File: src/hw/rtl/pcbi_pkg.sv
// Shared types, constants and helpers of the periodic cell bin index unit.
package pcbi_pkg;

  localparam int COORD_BITS     = 24;
  localparam int COEF_BITS      = 16;
  localparam int CELL_BITS      = 21;
  localparam int DIM_BITS       = 10;
  localparam int IDX_BITS       = 21;
  localparam int SHIFT_OUT_BITS = 16;
  localparam int FRAC_SHIFT     = 22;
  localparam int OFF_SCALE      = 14;
  localparam int PROD_BITS      = COEF_BITS + COORD_BITS;
  localparam int ACC_BITS       = PROD_BITS + 2;
  localparam int BIN_BITS       = ACC_BITS - FRAC_SHIFT;
  localparam int MAG_BITS       = BIN_BITS;
  localparam int DIV_STEPS      = 4;
  localparam int DIV_STAGES     = MAG_BITS / DIV_STEPS;
  localparam int SHIFT_BITS     = MAG_BITS + 1;
  localparam int WPROD_BITS     = SHIFT_BITS + CELL_BITS;
  localparam int WSUM_BITS      = WPROD_BITS + 3;
  localparam int IDX_SUM_BITS   = 3 * DIM_BITS + 1;
  localparam int BIN_COUNT_LIMIT = 2097152;
  localparam int CFG_INDEX_BITS = 3;
  localparam int CFG_DATA_BITS  = 64;
  localparam int CELL_VEC_BITS  = 3 * CELL_BITS;
  localparam int GEOM_BITS      = 3 * DIM_BITS + 3;
  localparam int PERIODIC_LSB   = 3 * DIM_BITS;

  localparam logic [GEOM_BITS-1:0] GEOM_RESET = GEOM_BITS'(1049601);

  localparam logic [CFG_INDEX_BITS-1:0] CFG_RECIP_X  = 3'd0;
  localparam logic [CFG_INDEX_BITS-1:0] CFG_RECIP_Y  = 3'd1;
  localparam logic [CFG_INDEX_BITS-1:0] CFG_RECIP_Z  = 3'd2;
  localparam logic [CFG_INDEX_BITS-1:0] CFG_CELL_A   = 3'd3;
  localparam logic [CFG_INDEX_BITS-1:0] CFG_CELL_B   = 3'd4;
  localparam logic [CFG_INDEX_BITS-1:0] CFG_CELL_C   = 3'd5;
  localparam logic [CFG_INDEX_BITS-1:0] CFG_GEOMETRY = 3'd6;

  typedef struct packed {
    logic signed [COORD_BITS-1:0] pos_x;
    logic signed [COORD_BITS-1:0] pos_y;
    logic signed [COORD_BITS-1:0] pos_z;
    logic                         selected;
  } req_t;

  typedef struct packed {
    logic [IDX_BITS-1:0]              bin_index;
    logic                             binned;
    logic signed [SHIFT_OUT_BITS-1:0] image_shift_a;
    logic signed [SHIFT_OUT_BITS-1:0] image_shift_b;
    logic signed [SHIFT_OUT_BITS-1:0] image_shift_c;
    logic signed [COORD_BITS-1:0]     wrapped_x;
    logic signed [COORD_BITS-1:0]     wrapped_y;
    logic signed [COORD_BITS-1:0]     wrapped_z;
  } rsp_t;

  function automatic logic signed [COORD_BITS-1:0] sat_coord(
      input logic signed [WSUM_BITS-1:0] v);
    logic signed [WSUM_BITS-1:0] hi;
    logic signed [WSUM_BITS-1:0] lo;
    hi = WSUM_BITS'((64'sd1 <<< (COORD_BITS - 1)) - 64'sd1);
    lo = -hi - WSUM_BITS'(1);
    if (v > hi) return hi[COORD_BITS-1:0];
    if (v < lo) return lo[COORD_BITS-1:0];
    return v[COORD_BITS-1:0];
  endfunction

  function automatic logic signed [SHIFT_OUT_BITS-1:0] sat_shift(
      input logic signed [SHIFT_BITS-1:0] v);
    logic signed [SHIFT_BITS-1:0] hi;
    logic signed [SHIFT_BITS-1:0] lo;
    hi = SHIFT_BITS'((32'sd1 <<< (SHIFT_OUT_BITS - 1)) - 32'sd1);
    lo = -hi - SHIFT_BITS'(1);
    if (v > hi) return hi[SHIFT_OUT_BITS-1:0];
    if (v < lo) return lo[SHIFT_OUT_BITS-1:0];
    return v[SHIFT_OUT_BITS-1:0];
  endfunction

endpackage

File: src/hw/rtl/pcbi_div_stage.sv
// One stage of the restoring divider: several quotient bits per stage.
module pcbi_div_stage (
  input  logic [pcbi_pkg::DIM_BITS-1:0] dim,
  input  logic [pcbi_pkg::DIM_BITS-1:0] rem_in,
  input  logic [pcbi_pkg::MAG_BITS-1:0] qd_in,
  output logic [pcbi_pkg::DIM_BITS-1:0] rem_out,
  output logic [pcbi_pkg::MAG_BITS-1:0] qd_out
);
  import pcbi_pkg::*;

  always_comb begin
    logic [DIM_BITS-1:0] rem;
    logic [MAG_BITS-1:0] qd;
    logic [DIM_BITS:0]   t;
    rem = rem_in;
    qd  = qd_in;
    for (int s = 0; s < DIV_STEPS; s++) begin
      t  = {rem, qd[MAG_BITS-1]};
      qd = {qd[MAG_BITS-2:0], 1'b0};
      if (t >= {1'b0, dim}) begin
        t     = t - {1'b0, dim};
        qd[0] = 1'b1;
      end
      rem = t[DIM_BITS-1:0];
    end
    rem_out = rem;
    qd_out  = qd;
  end

endmodule

File: config.mk
export PLATFORM = sky130hd
export DESIGN_NAME = pcbi_div_stage
export DESIGN_NICKNAME = d
export VERILOG_FILES = /design/src/hw/rtl/pcbi_pkg.sv /design/src/hw/rtl/pcbi_div_stage.sv
export SDC_FILE = /design/constraint.sdc
export NUM_CORES = 1
export LEC_CHECK = 0
export ABC_AREA = 1
export BUFFER_PORTS_ARGS = -buffer_cell sky130_fd_sc_hd__buf_2
export CORE_MARGIN = 3
export CORE_UTILIZATION = 30
export DETAILED_ROUTE_END_ITERATION = 10
export PLACE_DENSITY = 0.55
export SYNTH_ARGS = -nofsm -noshare
export SYNTH_HDL_FRONTEND = slang
export SYNTH_SLANG_ARGS = --single-unit
File: constraint.sdc
create_clock -name vclk -period 11.9
set_clock_uncertainty 0.1 [all_clocks]
set_input_delay 2.38 -clock vclk [all_inputs]
set_output_delay 2.38 -clock vclk [all_outputs]
set_load 0.05 [all_outputs]
Yosys cells after proc, flatten, opt, wreduce, memory -nomap -nowiden
Cells that the tools add are included.
Storage, ports and cells
  register bits: 0
  output and inout port bits: 30
Cells by class
  add/sub/neg operators: 4
  order comparisons: 4
  muxes and demuxes: 8
Operators by type and width (count)
  $ge A11 B10 Y1: 4
  $mux W10: 4
  $sub A10 B10 Y10: 4
  $mux W1: 4

Logic depth before layout (Yosys ltp)
Gate-level depths: netlist of run 1.
  word-level depth: 8
  mapped depth: 50

Worst setup path before layout of run 1
OpenSTA, ideal clock, no wires.
  path kind: input port to output port
  start point: input dim[2] (netlist name)
  end point: output rem_out[0] (netlist name)
  arrival: 8.213 ns
  setup slack: 1.207 ns
  cell stages on the path: 49
  buffers on the path: 5
  cells stage by stage: inv_1 > ha_1 > buf_4 > a21oi_2 > nand2_1 > nand2_1 > nand2_2 > nand2_4 > nand2_4 > buf_8 > nand2_1 > nand2_1 > ha_1 > a21oi_1 > o21ai_2 > nand2_1 > nand2_1 > nand2_1 > (+13 left out) > buf_6 > nand2_1 > nand2_1 > ha_1 > inv_1 > nor2_1 > o21ai_0 > nand2_1 > nand2_1 > o211ai_1 > nand2_1 > nand2_1 > nand2_1 > nand3_1 > nand3b_4 > buf_6 > nand2_1 > nand2_1
On the way
  cells in the longest elaborated chain, start to end: 8
RTL lines
  start: declaration: line pcbi_div_stage.sv:3  | input logic [pcbi_pkg::DIM_BITS-1:0] dim,
  $sub A10 B10 Y10 / $ge A11 B10 Y1 (equally long branches): line pcbi_div_stage.sv:21, pcbi_div_stage.sv:20
  $mux W10: line pcbi_div_stage.sv:20  | if (t >= {1'b0, dim}) begin
  $sub A10 B10 Y10 / $ge A11 B10 Y1 (equally long branches): line pcbi_div_stage.sv:21, pcbi_div_stage.sv:20
  $mux W10: line pcbi_div_stage.sv:20
  $sub A10 B10 Y10 / $ge A11 B10 Y1 (equally long branches): line pcbi_div_stage.sv:21, pcbi_div_stage.sv:20
  $mux W10: line pcbi_div_stage.sv:20
  $ge A11 B10 Y1 *: line pcbi_div_stage.sv:20
  $mux W10 *: line pcbi_div_stage.sv:20
  end: declaration: line pcbi_div_stage.sv:6  | output logic [pcbi_pkg::DIM_BITS-1:0] rem_out,
Every way passes the cells marked *; elsewhere a longest branch is shown, timed or not.

Worst setup path after layout of run 1
  start point: input dim[2] (netlist name)
  end point: output rem_out[2] (netlist name)
On the way
  cells in the longest elaborated chain, start to end: 8
RTL lines (line)
  $sub A10 B10 Y10 / $ge A11 B10 Y1 (equally long branches): pcbi_div_stage.sv:21, pcbi_div_stage.sv:20
  $mux W10: pcbi_div_stage.sv:20
  $sub A10 B10 Y10 / $ge A11 B10 Y1 (equally long branches): pcbi_div_stage.sv:21, pcbi_div_stage.sv:20
  $mux W10: pcbi_div_stage.sv:20
  $sub A10 B10 Y10 / $ge A11 B10 Y1 (equally long branches): pcbi_div_stage.sv:21, pcbi_div_stage.sv:20
  $mux W10: pcbi_div_stage.sv:20
  $ge A11 B10 Y1 / $sub A10 B10 Y10 (equally long branches): pcbi_div_stage.sv:20, pcbi_div_stage.sv:21
  $mux W10 *: pcbi_div_stage.sv:20
Marks and branches as above.

==> impl_metrics.tcl, run 1 <==
set metrics [dict create \
    status "complete, no violations" \
    crit_top_cell "nand2_1" \
    seq_area_frac_synth_pct 0 \
    seqCellArea_um2 0 \
    drcViolationCount 0 \
    antenna_found_initial 0 \
    ys_top_cells_by_area "nand2_1 21%, ha_1 18%, inv_1 8.8%" \
    cap_violations 0 \
    layout.nets 571 \
    setup_viol 0 \
    dieWidth_um 102 \
    grt_max_degree 15 \
    hpwl_mm 6.56 \
    path_buf_inv 6 \
    wl_per_cell_um 13.1 \
    yosysTopAreaCell "nand2_1" \
    post-route-period-util_pct 95.1 \
    grt_pass1_wl_mm 12.4 \
    drt_iter0_markers 182 \
    fillers 997 \
    hold_buffers 0 \
    dieArea_um2 10300 \
    area_growth_pct 9.02 \
    synth_top_area_share_pct 21.1 \
    ant_nets 0 \
    cpPeakStageDelay_ns 0.44 \
    grt-ovfl-total 0 \
    synth_area_um2 2750 \
    drt_pre_antenna_iters 5 \
    start_kind "primary input" \
    grt_pass1_vias 2603 \
    crit_path_top_delay_cell "ha_1" \
    fmax_mhz 88.4 \
    syn_nets 547 \
    die_height_um 102 \
    fin_hold_ws_ns 4.66 \
    seq_cell_count 0 \
    crit_family "simple AND/OR/NAND/NOR gates" \
    crit_type "in2out" \
    multiInputGateArea_um2 2340 \
    final_util_pct 34.0 \
    hold_path.class "in2out" \
    drive_above_1_share_pct 17.5 \
    worst_pin_slew_ns 0.596 \
    clock_buffers 0 \
    antenna_cells 0 \
    cp.required_ns 9.42 \
    start_util_pct 31.2 \
    final_max_slew_viol_count 0 \
    rows 34 \
    netlist_instances 463 \
    syn_area_per_cell_um2 5.93 \
    worstPathMaxFanout 12 \
    fin_crit_ns 11.32 \
    route.vias.total 2953 \
    crit_path_end_kind "output pin" \
    via_per_inst 4.98 \
    grtUsageTotal_pct 14.4 \
    io_pins 70 \
    synthDistinctLibCells 37 \
    globalplace.congestion 1.02 \
    slew_headroom_pct 59.8 \
    yosysWarningCount 0 \
    core-area_um2 8810 \
    cp.arrival_ns 8.84 \
    hold_violations 0 \
    layout_common_cells "153 x nand2_1, 63 x inv_1, 39 x ha_1, 34 x buf_2, 33 x nand3_1" \
    wl_mm 7.79 \
    portBuffers 38 \
    layout_commonest_cell "nand2_1" \
]
[cells in the mapped netlist, types with 3 or more instances]
cell	n
nor2_4	4
nand2_1	154
nand3b_1	3
nand2_4	3
nand3_1	34
nand4_1	14
nor2_1	21
a21oi_1	25
nand2_2	3
buf_6	4
inv_1	64
ha_1	40
xnor2_1	9
xor2_1	17
nand3_4	3
buf_4	19
o21ai_1	3
nand3_2	3
o21ai_0	9
fa_1	4
inv_2	4
nor3_1	5
[what timing repair did]
item | CTS | global route
gates resized for setup | 0 | 15
buffers inserted | 0 | 7
endpoints found under the setup margin | 0 | 11
endpoints found under the hold margin | 0 | 0
[final cells by class]
type	instances	share of cell area (%)
inverter	68	8.65
tap	108	4.52
multi-input combinational	371	78.1
timing repair buffer	46	8.70
[worst paths after layout]
check	start	end	cells past startpoint
worst max-delay path	dim[2]	rem_out[2]	45
worst min-delay path	qd_in[6]	qd_out[10]	0
[through the flow]
stage	setup slack, ns	instance area [um2]	setup TNS, ns	instances
6_report	0.584	2990	0	593
5_1_grt	-0.0475	2990	-0.301	593
4_1_cts	0.143	2870	0	584
3_5_place_dp	0.142	2870	0	584
3_3_place_gp	0.272	2870	0	584
2_1_floorplan	1.21	2750	0	463
[logic make-up after synthesis]
logic type	count (synthesis)	share of synthesized area, %
simple gates	253	44.1
buf+inv	94	17.0
compound gates	46	9.39
fa+ha+maj	44	21.1
xor+xnor	26	8.30
[per-layer routing]
| layer | track usage (%) | vias to the layer above | share of wire (%) |
|---|---|---|---|
| li1 | - | 1532 | - |
| met1 | 21.3 | 1327 | 49 |
| met2 | 23.7 | 86 | 45 |
| met3 | 0.482 | 8 | 5.3 |
| met4 | 1.94 | 0 | 0.82 |
| met5 | 0 | - | 0 |
Power of run 1 is left out: the tool's default activity adds up to more than one toggle a clock period on the data nets, which glitch-free logic cannot reach.
==> run 2: changes to the inputs <==
--- a/config.mk
+++ b/config.mk
@@ -11,6 +11,7 @@
 export CORE_UTILIZATION = 30
 export DETAILED_ROUTE_END_ITERATION = 10
 export PLACE_DENSITY = 0.55
+export RECOVER_POWER = 100
 export SYNTH_ARGS = -nofsm -noshare
 export SYNTH_HDL_FRONTEND = slang
 export SYNTH_SLANG_ARGS = --single-unit
==> constraint.sdc (replaced) <==
create_clock -name vclk -period 13.1
set_clock_uncertainty 0.1 [all_clocks]
set_input_delay 2.62 -clock vclk [all_inputs]
set_output_delay 2.62 -clock vclk [all_outputs]
set_load 0.05 [all_outputs]
==> impl_metrics.tcl, run 2 (same netlist as run 1, synthesis figures left out) <==
set metrics [dict create \
    hold_path.class "in2out" \
    cp.required_ns 10.38 \
    ant_nets 0 \
    status "complete, no violations" \
    crit_top_cell "nand2_1" \
    grt_pass1_wl_mm 12.5 \
    grt_max_degree 15 \
    globalplace.congestion 0.885 \
    die_height_um 102 \
    cpPeakStageDelay_ns 0.37 \
    grt-ovfl-total 0 \
    crit_family "simple AND/OR/NAND/NOR gates" \
    fmax_mhz 80.8 \
    fin_crit_ns 12.38 \
    cp.arrival_ns 9.66 \
    final_max_slew_viol_count 0 \
    cap_violations 0 \
    min_from "qd_in[6]" \
    crit_path_top_delay_cell "ha_1" \
    hold_depth 0 \
    start_kind "primary input" \
    fillers 1012 \
    postPlaceCellArea_um2 2860 \
    grt_pass1_vias 2588 \
    post-route-period-util_pct 94.5 \
    worstPathMaxFanout 14 \
    clock_buffers 0 \
    setup_viol 0 \
    portBuffers 38 \
    start_util_pct 31.2 \
    dieWidth_um 102 \
    rows 34 \
    hold_violations 0 \
    rsz0062_at_grt "false" \
    layout_commonest_cell "nand2_1" \
    drive_above_1_share_pct 13.7 \
    fin_area_um2 2860 \
    crit_path_end_kind "output pin" \
    area_growth_pct 4.01 \
    path_buf_inv 6 \
    io_pins 70 \
    wl_mm 7.52 \
    core-area_um2 8810 \
    antenna_found_initial 0 \
    drt_pre_antenna_iters 5 \
    wl_per_cell_um 12.9 \
    drt_iter0_markers 226 \
    route.vias.total 2816 \
    slew_headroom_pct 57.9 \
    postCtsSetupBuffers 0 \
    dieArea_um2 10300 \
    seq_cell_count 0 \
    fin_hold_ws_ns 5.14 \
    layout_common_cells "154 x nand2_1, 64 x inv_1, 40 x ha_1, 34 x nand3_1, 26 x buf_2" \
    layout.nets 561 \
    worst_pin_slew_ns 0.634 \
    ctsResizeCount 0 \
    crit_type "in2out" \
    drcViolationCount 0 \
    tns_ns 0 \
    via_per_inst 4.83 \
    hold_buffers 0 \
    min_to "qd_out[10]" \
    antenna_cells 0 \
    seqCellArea_um2 0 \
    grtUsageTotal_pct 14.5 \
    hpwl_mm 6.52 \
]
[run 2: cell count changes in the layout (fill, tap and decap cells not counted), sizes merged]
cell | previous run | this run
clkinvlp | 1 | 0
nor2 | 28 | 27
inv | 67 | 68
clkbuf | 4 | 12
nand3b | 5 | 4
buf | 42 | 26
[run 2: how the worst max path moves through the flow]
stage,startpoint,to,slack (ns),depth (start not counted)
after floorplan,dim[2],rem_out[0],1.93,49
after global placement,dim[1],rem_out[1],0.97,45
after detailed placement,dim[1],rem_out[1],0.85,47
after CTS,dim[1],rem_out[1],0.84,47
after global routing,dim[1],rem_out[2],0.01,46
final,dim[1],rem_out[1],0.72,47
[run 2: area by class of cell]
cell class | count | area, um2 | area share, %
Multi-Input combinational cell | 369 | 2280 | 79.8
Tap cell | 108 | 135 | 4.73
Timing Repair Buffer | 38 | 188 | 6.57
Inverter | 68 | 255 | 8.94
[run 2: per-stage QoR]
stage | util, % | setup slack, ns | std cells
after global routing | 32.4 | 0.0142 | 583
after detailed placement | 32.5 | 0.847 | 583
after floorplan | - | 1.93 | 463
after CTS | 32.5 | 0.839 | 583
after global placement | 32.5 | 0.967 | 583
final | 32.4 | 0.719 | 583
[run 2: routing by layer]
metal	track usage (%)	part of all wire (%)	vias up
met5	0	0	-
met4	1.12	0.64	0
met3	0.758	5.1	6
met2	24.3	45	71
met1	21.3	49	1240
li1	-	-	1499
Power of run 2 is left out for the same reason.
==> run 3: changes to the inputs <==
--- a/config.mk
+++ b/config.mk
@@ -10,7 +10,7 @@
 export CORE_MARGIN = 3
 export CORE_UTILIZATION = 30
 export DETAILED_ROUTE_END_ITERATION = 10
-export PLACE_DENSITY = 0.55
+export PLACE_DENSITY = 0.54
 export RECOVER_POWER = 100
 export SYNTH_ARGS = -nofsm -noshare
 export SYNTH_HDL_FRONTEND = slang
==> constraint.sdc (replaced) <==
create_clock -name vclk -period 11.2
set_clock_uncertainty 0.1 [all_clocks]
set_input_delay 2.24 -clock vclk [all_inputs]
set_output_delay 2.24 -clock vclk [all_outputs]
set_load 0.05 [all_outputs]
==> impl_metrics.tcl, run 3 (same netlist as run 1, synthesis figures left out) <==
set metrics [dict create \
    status "complete, no violations" \
    cp.required_ns 8.86 \
    drcViolationCount 0 \
    crit_end "rem_out[2]" \
    layout_common_cells "153 x nand2_1, 59 x inv_1, 33 x nand3_1, 30 x ha_1, 25 x buf_2" \
    final_util_pct 35.8 \
    core-area_um2 8810 \
    critPathLaunch "dim[7]" \
    postPlaceCellArea_um2 2910 \
    worst_pin_slew_ns 0.618 \
    slew_headroom_pct 58.9 \
    globalplace.congestion 0.889 \
    cp.arrival_ns 8.37 \
    die_height_um 102 \
    grt_pass1_vias 2606 \
    layout_commonest_cell "nand2_1" \
    multiInputGateArea_um2 2430 \
    clock_buffers 0 \
    crit_type "in2out" \
    start_kind "primary input" \
    setup_viol 0 \
    hold_path.class "in2out" \
    fin_area_um2 3160 \
    dp.cells 590 \
    cpPeakStageDelay_ns 0.41 \
    seqCellArea_um2 0 \
    drive_above_1_share_pct 21.5 \
    dieWidth_um 102 \
    gr-usage-met2_pct 25.5 \
    fin_crit_ns 10.71 \
    portBuffers 38 \
    route.vias.total 2936 \
    grt_max_degree 15 \
    grtUsageMet3_pct 0.275 \
    fillers 978 \
    hold_buffers 0 \
    rows 34 \
    crit_path_end_kind "output pin" \
    drt_pre_antenna_iters 5 \
    final_max_slew_viol_count 0 \
    via_per_inst 4.88 \
    cap_violations 0 \
    wl_per_cell_um 13.7 \
    seq_cell_count 0 \
    top_usage_layer "met2" \
    grt-ovfl-total 0 \
    layout.nets 580 \
    io_pins 70 \
    ant_nets 0 \
    post-route-period-util_pct 95.7 \
    antenna_found_initial 0 \
    grt_pass1_wl_mm 12.7 \
    drt_iter0_markers 178 \
    grtUsageTotal_pct 14.9 \
    use_met1_pct 21.8 \
    hpwl_mm 6.76 \
    dieArea_um2 10300 \
    wl_mm 8.25 \
    final_cell_count_no_fill 602 \
    start_util_pct 31.2 \
    crit_path_top_delay_cell "ha_2" \
    worstPathMaxFanout 10 \
    crit_top_cell "nand2_1" \
    fmax_mhz 93.3 \
    area_growth_pct 14.9 \
    antenna_cells 0 \
    hold_violations 0 \
]
## run 3: cell types whose count changed in the layout (fill, tap and decap cells not counted), moves of 3 or more
cell	delta
a21oi_1	-3
a21oi_2	+3
buf_4	+21
clkbuf_2	-9
clkbuf_4	+4
ha_1	-10
ha_2	+5
ha_4	+5
inv_1	-5
inv_2	+3
## run 3: area by class of cell
| class | instances | area share (%) |
|---|---|---|
| Multi-Input combinational cell | 372 | 77.0 |
| Tap cell | 108 | 4.28 |
| Inverter | 68 | 8.33 |
| Timing Repair Buffer | 54 | 10.4 |
## run 3: worst max-delay path: cells and delay by family
family / cells / cell delay [ns]
AOI/OAI and AO/OA: 7 / 1.03
adders and majority gates: 4 / 1.45
buffers and inverters: 7 / 1.14
and+or+nand+nor: 22 / 2.49
## run 3: timing repair
item	4_1_cts	5_1_grt
gates resized for setup	0	40
setup buffers	0	9
endpoints found under the setup margin	0	11
## run 3: metal layers
| layer | part of all wire (%) | up-vias |
|---|---|---|
| li1 | - | 1545 |
| met1 | 50 | 1311 |
| met2 | 45 | 74 |
| met3 | 4.5 | 6 |
| met4 | 0.82 | 0 |
| met5 | 0 | - |
## run 3: stage by stage
stage	setup TNS (ns)	setup WS (ns)	hold WS (ns)
floorplan	0	0.787	4.55
global placement	0	0.151	4.38
detailed placement	0	0.120	4.38
CTS	0	0.117	4.38
global route	-0.0206	-0.0122	4.38
finish	0	0.487	4.38
## run 3: worst min-delay path by stage
stage,endpoint,cells after the start,from,slack (ns)
floorplan,qd_out[10],1,qd_in[6],4.55
global placement,qd_out[11],0,qd_in[7],4.38
detailed placement,qd_out[11],0,qd_in[7],4.38
CTS,qd_out[11],0,qd_in[7],4.38
global route,qd_out[14],0,qd_in[10],4.38
finish,qd_out[15],0,qd_in[11],4.38
Power of run 3 is left out for the same reason.
